<file path="config.mk">
export PLATFORM = sky130hd
export DESIGN_NAME = fit_policy_block_allocator
export DESIGN_NICKNAME = d
export VERILOG_FILES = /design/src/sv/fpba_pkg.sv /design/src/sv/fit_policy_block_allocator.sv
export SDC_FILE = /design/constraint.sdc
export NUM_CORES = 1
export LEC_CHECK = 0
export ABC_AREA = 0
export CORE_ASPECT_RATIO = 0.7
export CORE_UTILIZATION = 55
export CTS_CLUSTER_DIAMETER = 60
export DETAILED_ROUTE_END_ITERATION = 8
export DONT_BUFFER_PORTS = 1
export PLACE_DENSITY = 0.7
export SKIP_CTS_REPAIR_TIMING = 1
export SYNTH_ARGS = -nofsm -noshare
export SYNTH_HDL_FRONTEND = slang
export SYNTH_SLANG_ARGS = --single-unit
</file>
<file path="constraint.sdc">
create_clock -name clk -period 12.6 [get_ports clk]
set_input_delay 2.52 -clock clk [delete_from_list [all_inputs] [get_ports clk]]
set_output_delay 2.52 -clock clk [all_outputs]
set_load 0.03 [all_outputs]
</file>
<file path="src/sv/fpba_pkg.sv">
package fpba_pkg;

	localparam logic CMD_LOAD  = 1'b0;
	localparam logic CMD_ALLOC = 1'b1;

	localparam logic [1:0] POL_FIRST = 2'd0;
	localparam logic [1:0] POL_BEST  = 2'd1;
	localparam logic [1:0] POL_WORST = 2'd2;

	typedef struct packed {
		logic        command;
		logic [2:0]  block_index;
		logic [15:0] size_value;
	} request_t;

	typedef struct packed {
		logic        granted;
		logic [2:0]  chosen_block;
		logic [15:0] remaining_size;
	} result_t;

endpackage

</file>
<file path="src/sv/fit_policy_block_allocator.sv">
// A load request gives no result; busy stays low.
// An allocation request passes through the scan, finish and update states to the done strobe;
// the scan reads the free-size table through its single read port into one compare unit.
// A new request is accepted in the same cycle that done is shown; the receiver cannot stall.
// Asynchronous reset marks every table entry empty (size zero) and selects first fit.
module fit_policy_block_allocator #(
	parameter int NUM_BLOCKS = 8,
	parameter int SIZE_BITS  = 16
) (
	input  logic                clk,
	input  logic                arst_n,
	input  logic                start,
	output logic                busy,
	input  fpba_pkg::request_t  req,
	output logic                done,
	output fpba_pkg::result_t   rsp,
	input  logic                cfg_we,
	input  logic [1:0]          cfg_wdata
);

	localparam int IDX_W = (NUM_BLOCKS > 1) ? $clog2(NUM_BLOCKS) : 1;

	typedef enum logic [3:0] {
		ST_IDLE   = 4'b0001,
		ST_SCAN   = 4'b0010,
		ST_FINISH = 4'b0100,
		ST_UPDATE = 4'b1000
	} state_t;

	state_t                 state_q;
	logic [1:0]             policy_q;
	logic [NUM_BLOCKS-1:0]  valid_q;
	logic [SIZE_BITS-1:0]   mem [NUM_BLOCKS];
	logic [IDX_W-1:0]       cnt_q;
	logic [SIZE_BITS-1:0]   req_size_q;
	logic                   pend_s1;
	logic [IDX_W-1:0]       idx_s1;
	logic [SIZE_BITS-1:0]   rd_data_s1;
	logic                   ent_vld_s1;
	logic                   found_q;
	logic [SIZE_BITS-1:0]   best_q;
	logic [IDX_W-1:0]       pick_q;
	logic                   done_q;
	fpba_pkg::result_t      rsp_q;

	logic                   accept;
	logic                   load_ok;
	logic [SIZE_BITS-1:0]   in_size;
	logic [SIZE_BITS-1:0]   eff;
	logic                   fits;
	logic                   better;
	logic                   take;
	logic [SIZE_BITS-1:0]   diff;
	logic                   wr_en;
	logic [IDX_W-1:0]       wr_addr;
	logic [SIZE_BITS-1:0]   wr_data;

	assign busy    = (state_q != ST_IDLE);
	assign done    = done_q;
	assign rsp     = rsp_q;
	assign accept  = start && !busy;
	assign in_size = SIZE_BITS'(req.size_value);
	assign load_ok = accept && (req.command == fpba_pkg::CMD_LOAD)
		&& (32'(req.block_index) < NUM_BLOCKS);

	assign eff    = ent_vld_s1 ? rd_data_s1 : '0;
	assign fits   = (eff >= req_size_q);
	assign better = !found_q
		|| ((policy_q == fpba_pkg::POL_BEST) && (eff < best_q))
		|| ((policy_q == fpba_pkg::POL_WORST) && (eff > best_q));
	assign take   = pend_s1 && fits && better;
	assign diff   = best_q - req_size_q;

	always_comb begin
		wr_en   = 1'b0;
		wr_addr = cnt_q;
		wr_data = in_size;
		if (load_ok) begin
			wr_en   = 1'b1;
			wr_addr = IDX_W'(req.block_index);
		end else if ((state_q == ST_UPDATE) && found_q) begin
			wr_en   = 1'b1;
			wr_addr = pick_q;
			wr_data = diff;
		end
	end

	always_ff @(posedge clk) begin
		if (wr_en) begin
			mem[wr_addr] <= wr_data;
		end
		rd_data_s1 <= mem[cnt_q];
		ent_vld_s1 <= valid_q[cnt_q];
		idx_s1     <= cnt_q;
	end

	always_ff @(posedge clk or negedge arst_n) begin
		if (!arst_n) begin
			valid_q <= '0;
		end else if (wr_en) begin
			valid_q[wr_addr] <= 1'b1;
		end
	end

	always_ff @(posedge clk or negedge arst_n) begin
		if (!arst_n) begin
			policy_q <= fpba_pkg::POL_FIRST;
		end else if (cfg_we) begin
			policy_q <= cfg_wdata;
		end
	end

	always_ff @(posedge clk or negedge arst_n) begin
		if (!arst_n) begin
			state_q <= ST_IDLE;
			cnt_q   <= '0;
			pend_s1 <= 1'b0;
			found_q <= 1'b0;
			done_q  <= 1'b0;
		end else begin
			pend_s1 <= (state_q == ST_SCAN);
			done_q  <= 1'b0;
			if (take) begin
				found_q <= 1'b1;
			end
			case (state_q)
				ST_IDLE: begin
					if (accept && (req.command == fpba_pkg::CMD_ALLOC)) begin
						state_q <= ST_SCAN;
						cnt_q   <= '0;
						found_q <= 1'b0;
					end
				end
				ST_SCAN: begin
					if (cnt_q == IDX_W'(NUM_BLOCKS - 1)) begin
						state_q <= ST_FINISH;
					end else begin
						cnt_q <= cnt_q + 1'b1;
					end
				end
				ST_FINISH: begin
					state_q <= ST_UPDATE;
				end
				ST_UPDATE: begin
					state_q <= ST_IDLE;
					done_q  <= 1'b1;
				end
				default: begin
					state_q <= ST_IDLE;
				end
			endcase
		end
	end

	always_ff @(posedge clk) begin
		if (accept) begin
			req_size_q <= in_size;
		end
		if (take) begin
			best_q <= eff;
			pick_q <= idx_s1;
		end
		if (state_q == ST_UPDATE) begin
			rsp_q.granted        <= found_q;
			rsp_q.chosen_block   <= found_q ? 3'(pick_q) : 3'd0;
			rsp_q.remaining_size <= found_q ? 16'(diff) : 16'd0;
		end
	end

`ifndef SYNTH
	// An allocation keeps the block busy until its result is produced.
	a_alloc_busy: assert property (@(posedge clk) disable iff (!arst_n)
		start && !busy && (req.command == fpba_pkg::CMD_ALLOC) |=> busy)
		else $error("allocation did not raise busy");

	// A load completes at once and never produces a result.
	a_load_quiet: assert property (@(posedge clk) disable iff (!arst_n)
		start && !busy && (req.command == fpba_pkg::CMD_LOAD) |=> !busy && !done)
		else $error("load raised busy or done");

	// A refused allocation reports a zero block index and size.
	a_refuse_zero: assert property (@(posedge clk) disable iff (!arst_n)
		done && !rsp.granted |-> (rsp.chosen_block == 3'd0) && (rsp.remaining_size == 16'd0))
		else $error("refused allocation carries nonzero fields");

	// Results never come in consecutive cycles.
	a_done_single: assert property (@(posedge clk) disable iff (!arst_n)
		done |=> !done)
		else $error("done asserted twice in a row");
`endif

endmodule
</file>
==> results of run 1 <==
## cell families after synthesis
family,Yosys count,share of synthesized area [%]
DFF,223,65.08
adders and majority gates,48,6.186
buffers and inverters,61,2.444
AOI/OAI and AO/OA,89,5.677
and+or+nand+nor,163,8.936
muxes,58,10.51
xor gates and xnor gates,13,1.158
## worst paths after layout
check / slack [ns] / start / to
worst max-delay path: 8.04 / start / mem[4][12]$_DFFE_PP_
worst min-delay path: 0.41 / idx_s1[1]$_DFF_P_ / pick_q[1]$_DFFE_PP_
worst max register to register: 9.14 / state_q[0]$_DFFE_PN1P_ / mem[4][12]$_DFFE_PP_
worst min register to register: 0.41 / idx_s1[1]$_DFF_P_ / pick_q[1]$_DFFE_PP_
max in group asynchronous: 10.71 / arst_n / state_q[0]$_DFFE_PN1P_
min in group asynchronous: 1.71 / arst_n / valid_q[1]$_DFFE_PN0N_
## cell usage in the layout (no fill, tap or decap), types with 5 or more instances in the layout
cell type | synthesis | routed
edfxtp_1 | 183 | 183
nand2_1 | 49 | 49
ha_1 | 47 | 47
inv_1 | 40 | 40
mux4_2 | 34 | 34
and2_1 | 29 | 29
o21ai_0 | 26 | 26
a21oi_1 | 25 | 24
nor2_1 | 23 | 23
clkbuf_16 | 0 | 23
mux2_2 | 22 | 22
dfxtp_1 | 20 | 20
dfrtp_1 | 19 | 18
nand3_1 | 10 | 10
buf_4 | 0 | 10
xnor2_1 | 8 | 8
clkbuf_1 | 16 | 8
nand2b_1 | 6 | 6
nor3_1 | 6 | 6
nor2b_1 | 6 | 6
a21o_1 | 5 | 5
a31oi_1 | 5 | 5
nand4_1 | 5 | 5
or2_2 | 5 | 5
xor2_1 | 5 | 5
## sequential cells by signal, summed over array words and instances, names as in the netlist, 3 cells and up
register	flops
rsp	20
valid_q	8
cnt_q	3
pick_q	3
state_q	4
mem	128
idx_s1	3
best_q	16
rd_data_s1	16
req_size_q	16
## per-layer routing
layer  share of wire, %  up-vias  wire (µm)
li1                   -     2518          -
met3                8.7       38       1787
met2                 45      205       9162
met4                1.9        0        395
met5                  0        -          0
met1                 45     2792       9145
## power breakdown
group          internal [mW]  switching (mW)  total, mW
sequential             0.855          0.0241      0.879
combinational          0.148           0.183      0.331
clock                  0.388           0.266      0.655
total                   1.39           0.474       1.86
## cell type report
cell class | count | area [µm²] | share of cell area (%)
clock inverters | 7 | 86.33 | 0.7962
well taps | 231 | 289.0 | 2.666
clock buffers | 33 | 633.1 | 5.839
flip-flops and latches | 223 | 6399 | 59.01
inverters | 40 | 150.1 | 1.385
diodes | 1 | 2.502 | 0.02308
repair buffers | 10 | 75.07 | 0.6924
multi-input cells | 371 | 3208 | 29.59
## through the flow
stage / cells / hold WS, ns / cell area [µm²] / setup WS (ns)
2_1_floorplan: 655 / 0.3693 / 9829 / 7.133
3_3_place_gp: 875 / 0.3938 / 10120 / 7.534
3_5_place_dp: 875 / 0.3944 / 10120 / 7.478
4_1_cts: 915 / 0.4173 / 10840 / 8.005
5_1_grt: 915 / 0.4273 / 10840 / 7.874
6_report: 916 / 0.4092 / 10840 / 8.036
==> flow_metrics.env, run 1 <==
export IMPL_tightest_slew_ns=1.142
export IMPL_leakagePower_nw=3.913
export IMPL_timing_critical_path_depth=4
export IMPL_crit_arrival_ns=4.69
export IMPL_cp_start_kind="input pin"
export IMPL_yosys_warnings=0
export IMPL_area_growth_pct=10.31
export IMPL_use_met3_pct=6.073
export IMPL_max_vdd_ir_drop_mv=0.1541
export IMPL_root_buffer="clkbuf_16"
export IMPL_power_mw=1.864
export IMPL_cts_inserted_buffers=22
export IMPL_clock_sinks=223
export IMPL_synth_most_common_cell="edfxtp_1"
export IMPL_grt_overflow_total=0
export IMPL_clk_pin_slew_ns=0.06
export IMPL_synth_edff_count=183
export IMPL_syn_nets=729
export IMPL_maxSlewHeadroom_pct=23.25
export IMPL_drc=0
export IMPL_syn_area_um2=9829
export IMPL_post_route_period_util_pct=36.22
export IMPL_cp_buffers_inverters=0
export IMPL_start_util_pct=56.76
export IMPL_place_hpwl_mm=14.14
export IMPL_rsz0062_at_grt="no"
export IMPL_cp_top_family="simple AND/OR/NAND/NOR gates"
export IMPL_placement_rows=40
export IMPL_antenna_left=0
export IMPL_synth_area_top_cells="edfxtp_1 56%, mux4_2 7.8%, ha_1 6.0%"
export IMPL_syn_avg_cell_area_um2=15.01
export IMPL_drive_above_1_share_pct=16.08
export IMPL_required_ns=12.73
export IMPL_dieArea_um2=18420
export IMPL_synthFlopType="edfxtp_1"
export IMPL_synth_distinct_cells=57
export IMPL_critPathCaptureType="flip-flop"
export IMPL_tritoncts="built"
export IMPL_synth_common_cells="183 x edfxtp_1, 49 x nand2_1, 47 x ha_1"
export IMPL_grt_pass1_wl_mm=31.98
export IMPL_grt_busiest_layer="met2"
export IMPL_setup_violations=0
export IMPL_nNetsFinal=742
export IMPL_rr_worst_depth=5
export IMPL_synth_top_area_share_pct=55.91
export IMPL_die_w_um=161.8
export IMPL_min_period_ns=4.564
export IMPL_clk_latency_ns=0.51
export IMPL_routedWlPerCell_um=22.37
export IMPL_fp_dieH_um=113.9
export IMPL_synth_seq_cells=223
export IMPL_hold_class="reg2reg"
export IMPL_routabilityCongestion=0.9087
export IMPL_power_density_nw_per_um2=172.0
export IMPL_fmax_mhz=219.1
export IMPL_fillCellCount=1314
export IMPL_grt_pass1_vias=5642
export IMPL_first_pass_iters=5
export IMPL_drt_iter0_drc=535
export IMPL_clock_skew_ns=0.01794
export IMPL_globalRouteMet2Util_pct=35.97
export IMPL_synthCells=655
export IMPL_crit_path_cell_trace="and2_1 -> and3_4 -> a221o_1 -> and3_1"
export IMPL_setup_tns_ns=0
export IMPL_wl_mm=20.49
export IMPL_final_util_pct=62.62
export IMPL_slowest_stage="and2_1"
export IMPL_maxSlewViolCount=0
export IMPL_synth_area_leader_cell="edfxtp_1"
export IMPL_viasPerCell=6.062
export IMPL_hold_viol_final=0
export IMPL_core_area_um2=17320
export IMPL_critPathKind="in2reg"
export IMPL_port_buffer_count=0
export IMPL_clk_path_buf_depth=3
export IMPL_grt_start_max_net_pins=40
export IMPL_hold_depth=0
export IMPL_gr_usage_met1_pct=33.94
export IMPL_num_vias=5553
export IMPL_max_cap_violations=0
export IMPL_max_stage_delay_ns=0.81
export IMPL_worstPathMaxFanout=21
export IMPL_async_reset_ff_share_pct=8.969
export IMPL_synth_seq_area_share_pct=65.08
export IMPL_ioPinCount=48
export IMPL_antenna_found_initial=0
export IMPL_status="complete, no violations"
export IMPL_grt_usage_pct=23.54
export IMPL_cts_max_level=1
No activity file was read; power rests on OpenSTA's default activity.
==> run 2: changes to the inputs <==
==> constraint.sdc (replaced) <==
create_clock -name clk -period 4.2 [get_ports clk]
set_input_delay 0.84 -clock clk [delete_from_list [all_inputs] [get_ports clk]]
set_output_delay 0.84 -clock clk [all_outputs]
set_load 0.03 [all_outputs]
==> run 2 against run 1 <==
Clock power increased to 2.8 times the previous value. First-iteration DRC count increased by 11%. Non-clock buffer count increased by 6. Register-to-register slack got worse by 8.5 ns. Clock skew decreased by 0.0030 ns. Worst setup slack got worse by 7.4 ns. Critical endpoint is now mem[0][14]$_DFFE_PP_. Total power increased to 2.9 times the previous value. Worst hold slack got worse by 0.38 ns. Global-route usage increased by 0.86 points. Core utilization decreased by 0.11 points. Combinational power increased to 2.9 times the previous value.
==> flow_metrics.env, run 2 (synthesis results as in run 1) <==
export IMPL_final_common_cell="edfxtp_1"
export IMPL_clk_path_buf_depth=3
export IMPL_wl_met3_mm=1.648
export IMPL_hold_viol_final=0
export IMPL_dieArea_um2=18420
export IMPL_largest_register_ff_count=128
export IMPL_die_w_um=161.8
export IMPL_setup_tns_ns=0
export IMPL_cts_inserted_buffers=21
export IMPL_first_pass_iters=5
export IMPL_diodes=0
export IMPL_clock_sinks=223
export IMPL_cp_start_kind="flip-flop"
export IMPL_core_area_um2=17320
export IMPL_maxSlewViolCount=0
export IMPL_post_route_period_util_pct=83.80
export IMPL_power_density_nw_per_um2=505.7
export IMPL_worstPathMaxFanout=8
export IMPL_fmax_mhz=284.1
export IMPL_critPathKind="reg2reg"
export IMPL_placement_rows=40
export IMPL_max_vdd_ir_drop_mv=0.2920
export IMPL_drt_met1_wl_mm=9.861
export IMPL_leakagePower_nw=3.921
export IMPL_tritoncts="built"
export IMPL_port_buffer_count=0
export IMPL_cp_top_family="compound AO/OA/AOI/OAI gates"
export IMPL_status="complete, no violations"
export IMPL_drt_iter0_drc=596
export IMPL_routabilityCongestion=0.9108
export IMPL_tightest_slew_ns=1.016
export IMPL_max_cap_violations=0
export IMPL_top_layer_used="met4"
export IMPL_final_util_pct=62.51
export IMPL_crit_arrival_ns=3.67
export IMPL_top_register="mem"
export IMPL_start_util_pct=56.76
export IMPL_root_buffer="clkbuf_16"
export IMPL_ioPinCount=48
export IMPL_min_period_ns=3.520
export IMPL_cts_max_level=1
export IMPL_design_area_um2=10820
export IMPL_clk_pin_slew_ns=0.07
export IMPL_nNetsFinal=747
export IMPL_grt_overflow_total=0
export IMPL_grt_start_max_net_pins=34
export IMPL_grt_usage_pct=24.40
export IMPL_viasPerCell=6.048
export IMPL_drc=0
export IMPL_antenna_found_initial=0
export IMPL_required_ns=4.36
export IMPL_hold_class="in2async"
export IMPL_critPathCaptureType="flip-flop"
export IMPL_layout_common_cells="183 x edfxtp_1, 49 x nand2_1, 47 x ha_1"
export IMPL_area_growth_pct=10.12
export IMPL_dr_wl_met2_mm=9.562
export IMPL_grt_pass1_vias=5662
export IMPL_cp_buffers_inverters=0
export IMPL_setup_violations=0
export IMPL_wl_mm=21.41
export IMPL_num_vias=5558
export IMPL_place_hpwl_mm=14.39
export IMPL_clk_latency_ns=0.50
export IMPL_drive_above_1_share_pct=16.86
export IMPL_grt_pass1_wl_mm=32.87
export IMPL_rsz0062_at_grt="no"
export IMPL_crit_path_cell_trace="ha_1 -> fa_1 -> nand2b_1 -> a21oi_1 -> o21ai_0 -> a31oi_1 -> nor3_1 -> o31ai_1"
export IMPL_placed_area_um2=10170
export IMPL_max_stage_delay_ns=0.83
export IMPL_power_mw=5.474
export IMPL_rrSetupSlack_ns=0.68
export IMPL_routedWlPerCell_um=23.30
export IMPL_fp_dieH_um=113.9
export IMPL_maxSlewHeadroom_pct=31.70
export IMPL_slowest_stage="o31ai_1"
export IMPL_clock_skew_ns=0.01497
export IMPL_whs_ns=0.02771
export IMPL_antenna_left=0
-- run 2: power by group --
group          leakage (nW)  switching, mW  internal [mW]
sequential             2.08          0.118           2.56
combinational          1.52          0.505          0.444
clock                 0.325          0.796           1.05
-- run 2: stage by stage --
step,instances,worst slack (ns)
after floorplan,655,0.009244
after global placement,881,0.8332
after detailed placement,881,0.7222
after CTS,919,0.6895
after global routing,919,0.3890
final,919,0.6804
-- run 2: area by class of cell --
class                           instances  area [µm²]
Clock buffer                           25       540.5
Inverter                               40       150.1
Multi-Input combinational cell        371        3208
Clock inverter                         13       117.6
Tap cell                              231       289.0
Sequential cell                       223        6399
Timing Repair Buffer                   16       120.1
Fill cell                            1308        6492
-- run 2: final timing paths --
path | startpoint | endpoint | cells after the start
max | req_size_q[0]$_DFFE_PP_ | mem[0][14]$_DFFE_PP_ | 8
min | arst_n | done$_DFF_PN0_ | 0
max reg2reg | req_size_q[0]$_DFFE_PP_ | mem[0][14]$_DFFE_PP_ | 8
min reg2reg | idx_s1[2]$_DFF_P_ | pick_q[2]$_DFFE_PP_ | 0
max in group asynchronous | arst_n | state_q[0]$_DFFE_PN1P_ | 0
min in group clk | req[19] | state_q[0]$_DFFE_PN1P_ | 1
-- run 2: per-layer routing --
metal  track usage (%)  vias up
met1             36.55     2807
met3             6.000       33
met5                 0        -
met2             36.39      191
li1                  -     2527
met4             5.220        0
==> run 3: changes to the inputs <==
--- a/config.mk
+++ b/config.mk
@@ -11,7 +11,7 @@
 export CTS_CLUSTER_DIAMETER = 60
 export DETAILED_ROUTE_END_ITERATION = 8
 export DONT_BUFFER_PORTS = 1
-export PLACE_DENSITY = 0.7
+export PLACE_DENSITY = 0.73
 export SKIP_CTS_REPAIR_TIMING = 1
 export SYNTH_ARGS = -nofsm -noshare
 export SYNTH_HDL_FRONTEND = slang
==> constraint.sdc (replaced) <==
create_clock -name clk -period 3.16 [get_ports clk]
set_input_delay 0.632 -clock clk [delete_from_list [all_inputs] [get_ports clk]]
set_output_delay 0.632 -clock clk [all_outputs]
set_load 0.03 [all_outputs]
==> run 3 against run 2 <==
Global-route usage decreased by 1.2 points. Sequential share of layout area decreased by 1.1 points. First-iteration DRC count decreased by 23%. Cell count up 1.1%. Sequential power up 31%. Largest power group unchanged. Via count up 0.31%. Clock power is 43% higher. Register-to-register slack worse by 0.40 ns. Critical path depth rose by 1. Worst hold slack better by 0.17 ns. Die area unchanged. Critical endpoint is now best_q[2]$_DFFE_PP_. Highest routed layer unchanged.
==> flow_metrics.env, run 3 (synthesis results as in run 1) <==
export IMPL_cts_max_level=1
export IMPL_cp_start_kind="flip-flop"
export IMPL_nNetsFinal=756
export IMPL_rsz0062_at_grt="no"
export IMPL_clk_latency_ns=0.50
export IMPL_first_pass_iters=5
export IMPL_cp_buffers_inverters=1
export IMPL_area_growth_pct=12.16
export IMPL_viasPerCell=6.001
export IMPL_die_w_um=161.8
export IMPL_grt_start_max_net_pins=39
export IMPL_final_common_cell="edfxtp_1"
export IMPL_placement_rows=40
export IMPL_top_register="mem"
export IMPL_max_stage_delay_ns=0.50
export IMPL_place_hpwl_mm=14.05
export IMPL_core_area_um2=17320
export IMPL_grt_usage_pct=23.22
export IMPL_crit_arrival_ns=3.08
export IMPL_drt_iter0_drc=458
export IMPL_place_ws_ns=0.2102
export IMPL_wl_mm=20.61
export IMPL_hold_class="in2reg"
export IMPL_grt_pass1_vias=5594
export IMPL_grt_pass1_wl_mm=31.73
export IMPL_fp_dieH_um=113.9
export IMPL_setup_violations=0
export IMPL_status="complete, no violations"
export IMPL_grt_overflow_total=0
export IMPL_min_from="req[19]"
export IMPL_required_ns=3.36
export IMPL_reg2reg_from="ent_vld_s1$_DFF_P_"
export IMPL_final_util_pct=63.66
export IMPL_port_buffer_count=0
export IMPL_start_util_pct=56.76
export IMPL_hold_viol_final=0
export IMPL_crit_path_cell_trace="and2_1 -> ha_1 -> nor2b_1 -> o31a_1 -> a2111oi_0 -> o21ai_0 -> mux2i_1 -> a21oi_2 -> buf_4"
export IMPL_design_area_um2=11020
export IMPL_clock_sinks=223
export IMPL_diodes=0
export IMPL_cp_startpoint="ent_vld_s1$_DFF_P_"
export IMPL_clk_pin_slew_ns=0.06
export IMPL_root_buffer="clkbuf_16"
export IMPL_worst_slack_ns=0.2809
export IMPL_num_vias=5575
export IMPL_clk_path_buf_depth=3
export IMPL_antenna_left=0
export IMPL_post_route_period_util_pct=91.11
export IMPL_drive_above_1_share_pct=19.20
export IMPL_power_density_nw_per_um2=680.5
export IMPL_max_vdd_ir_drop_mv=0.4279
export IMPL_slowest_stage="a2111oi_0"
export IMPL_fmax_mhz=347.3
export IMPL_layout_common_cells="183 x edfxtp_1, 49 x nand2_1, 47 x ha_1"
export IMPL_tritoncts="built"
export IMPL_dieArea_um2=18420
export IMPL_min_period_ns=2.879
export IMPL_largest_register_ff_count=128
export IMPL_cts_inserted_buffers=22
export IMPL_clock_skew_ns=0.01584
export IMPL_worstPathMaxFanout=10
export IMPL_maxSlewHeadroom_pct=39.38
export IMPL_tightest_slew_ns=0.9063
export IMPL_leakagePower_nw=4.012
export IMPL_placed_area_um2=10260
export IMPL_drc=0
export IMPL_max_cap_violations=0
export IMPL_cp_top_family="compound AO/OA/AOI/OAI gates"
export IMPL_ioPinCount=48
export IMPL_critPathKind="reg2reg"
export IMPL_maxSlewViolCount=0
export IMPL_antenna_found_initial=0
export IMPL_routabilityCongestion=0.9710
export IMPL_critPathCaptureType="flip-flop"
export IMPL_routedWlPerCell_um=22.18
==> run 3: cell types whose count changed in the layout (fill, tap and decap cells not counted), sizes merged <==
cell / before / now
buf: 16 / 23
bufinv: 2 / 1
clkbuf: 25 / 30
clkinv: 9 / 8
dlygate4sd3: 0 / 1
inv: 41 / 40
==> run 3: final timing paths <==
path	end	slack, ns	depth (start not counted)
max reg2reg	best_q[2]$_DFFE_PP_	0.28	9
min in group asynchronous	found_q$_DFF_PN0_	0.72	1
max	best_q[2]$_DFFE_PP_	0.28	9
max in group asynchronous	cnt_q[0]$_DFFE_PN0P_	1.83	1
min reg2reg	pick_q[2]$_DFFE_PP_	0.41	0
min	state_q[0]$_DFFE_PN1P_	0.20	1
==> run 3: worst register-to-register path, stage by stage (launching register included) <==
cell and delay [ns]:
dfxtp_1 0.43, and2_1 0.25, ha_1 0.28, nor2b_1 0.14, o31a_1 0.22, a2111oi_0 0.50, o21ai_0 0.22, mux2i_1 0.17
a21oi_2 0.15, buf_4 0.23
==> run 3: power by group <==
group / internal [mW] / switching [mW] / leakage, nW
Clock: 1.56 / 1.08 / 0.373
Sequential: 3.41 / 0.0946 / 2.08
Combinational: 0.617 / 0.743 / 1.56
Total: 5.58 / 1.92 / 4.01
==> run 3: routing by layer <==
metal / part of all wire (%) / track usage (%) / vias up
met2: 44 / 34.82 / 236
met3: 8.2 / 4.727 / 33
met5: 0 / 0 / -
met1: 46 / 34.85 / 2765
li1: - / - / 2541
met4: 1.9 / 5.912 / 0
==> run 3: metrics by stage <==
step                      cells  power, mW  TNS (ns)  hold WS (ns)
after floorplan             655      4.529    -13.07        0.3364
after global placement      888      4.867         0        0.3370
after detailed placement    888      4.903         0        0.3369
after CTS                   928      7.536         0       -0.1865
after global routing        929      7.797         0        0.1854
final                       929      7.502         0        0.1967
==> run 3: layout make-up <==
cell class | instances | area (µm²)
timing repair buffer | 24 | 195.2
clock inverter | 10 | 87.58
multi-input combinational | 371 | 3241
inverter | 40 | 150.1
fill | 1268 | 6292
clock buffer | 30 | 663.1
tap | 231 | 289.0
sequential | 223 | 6399
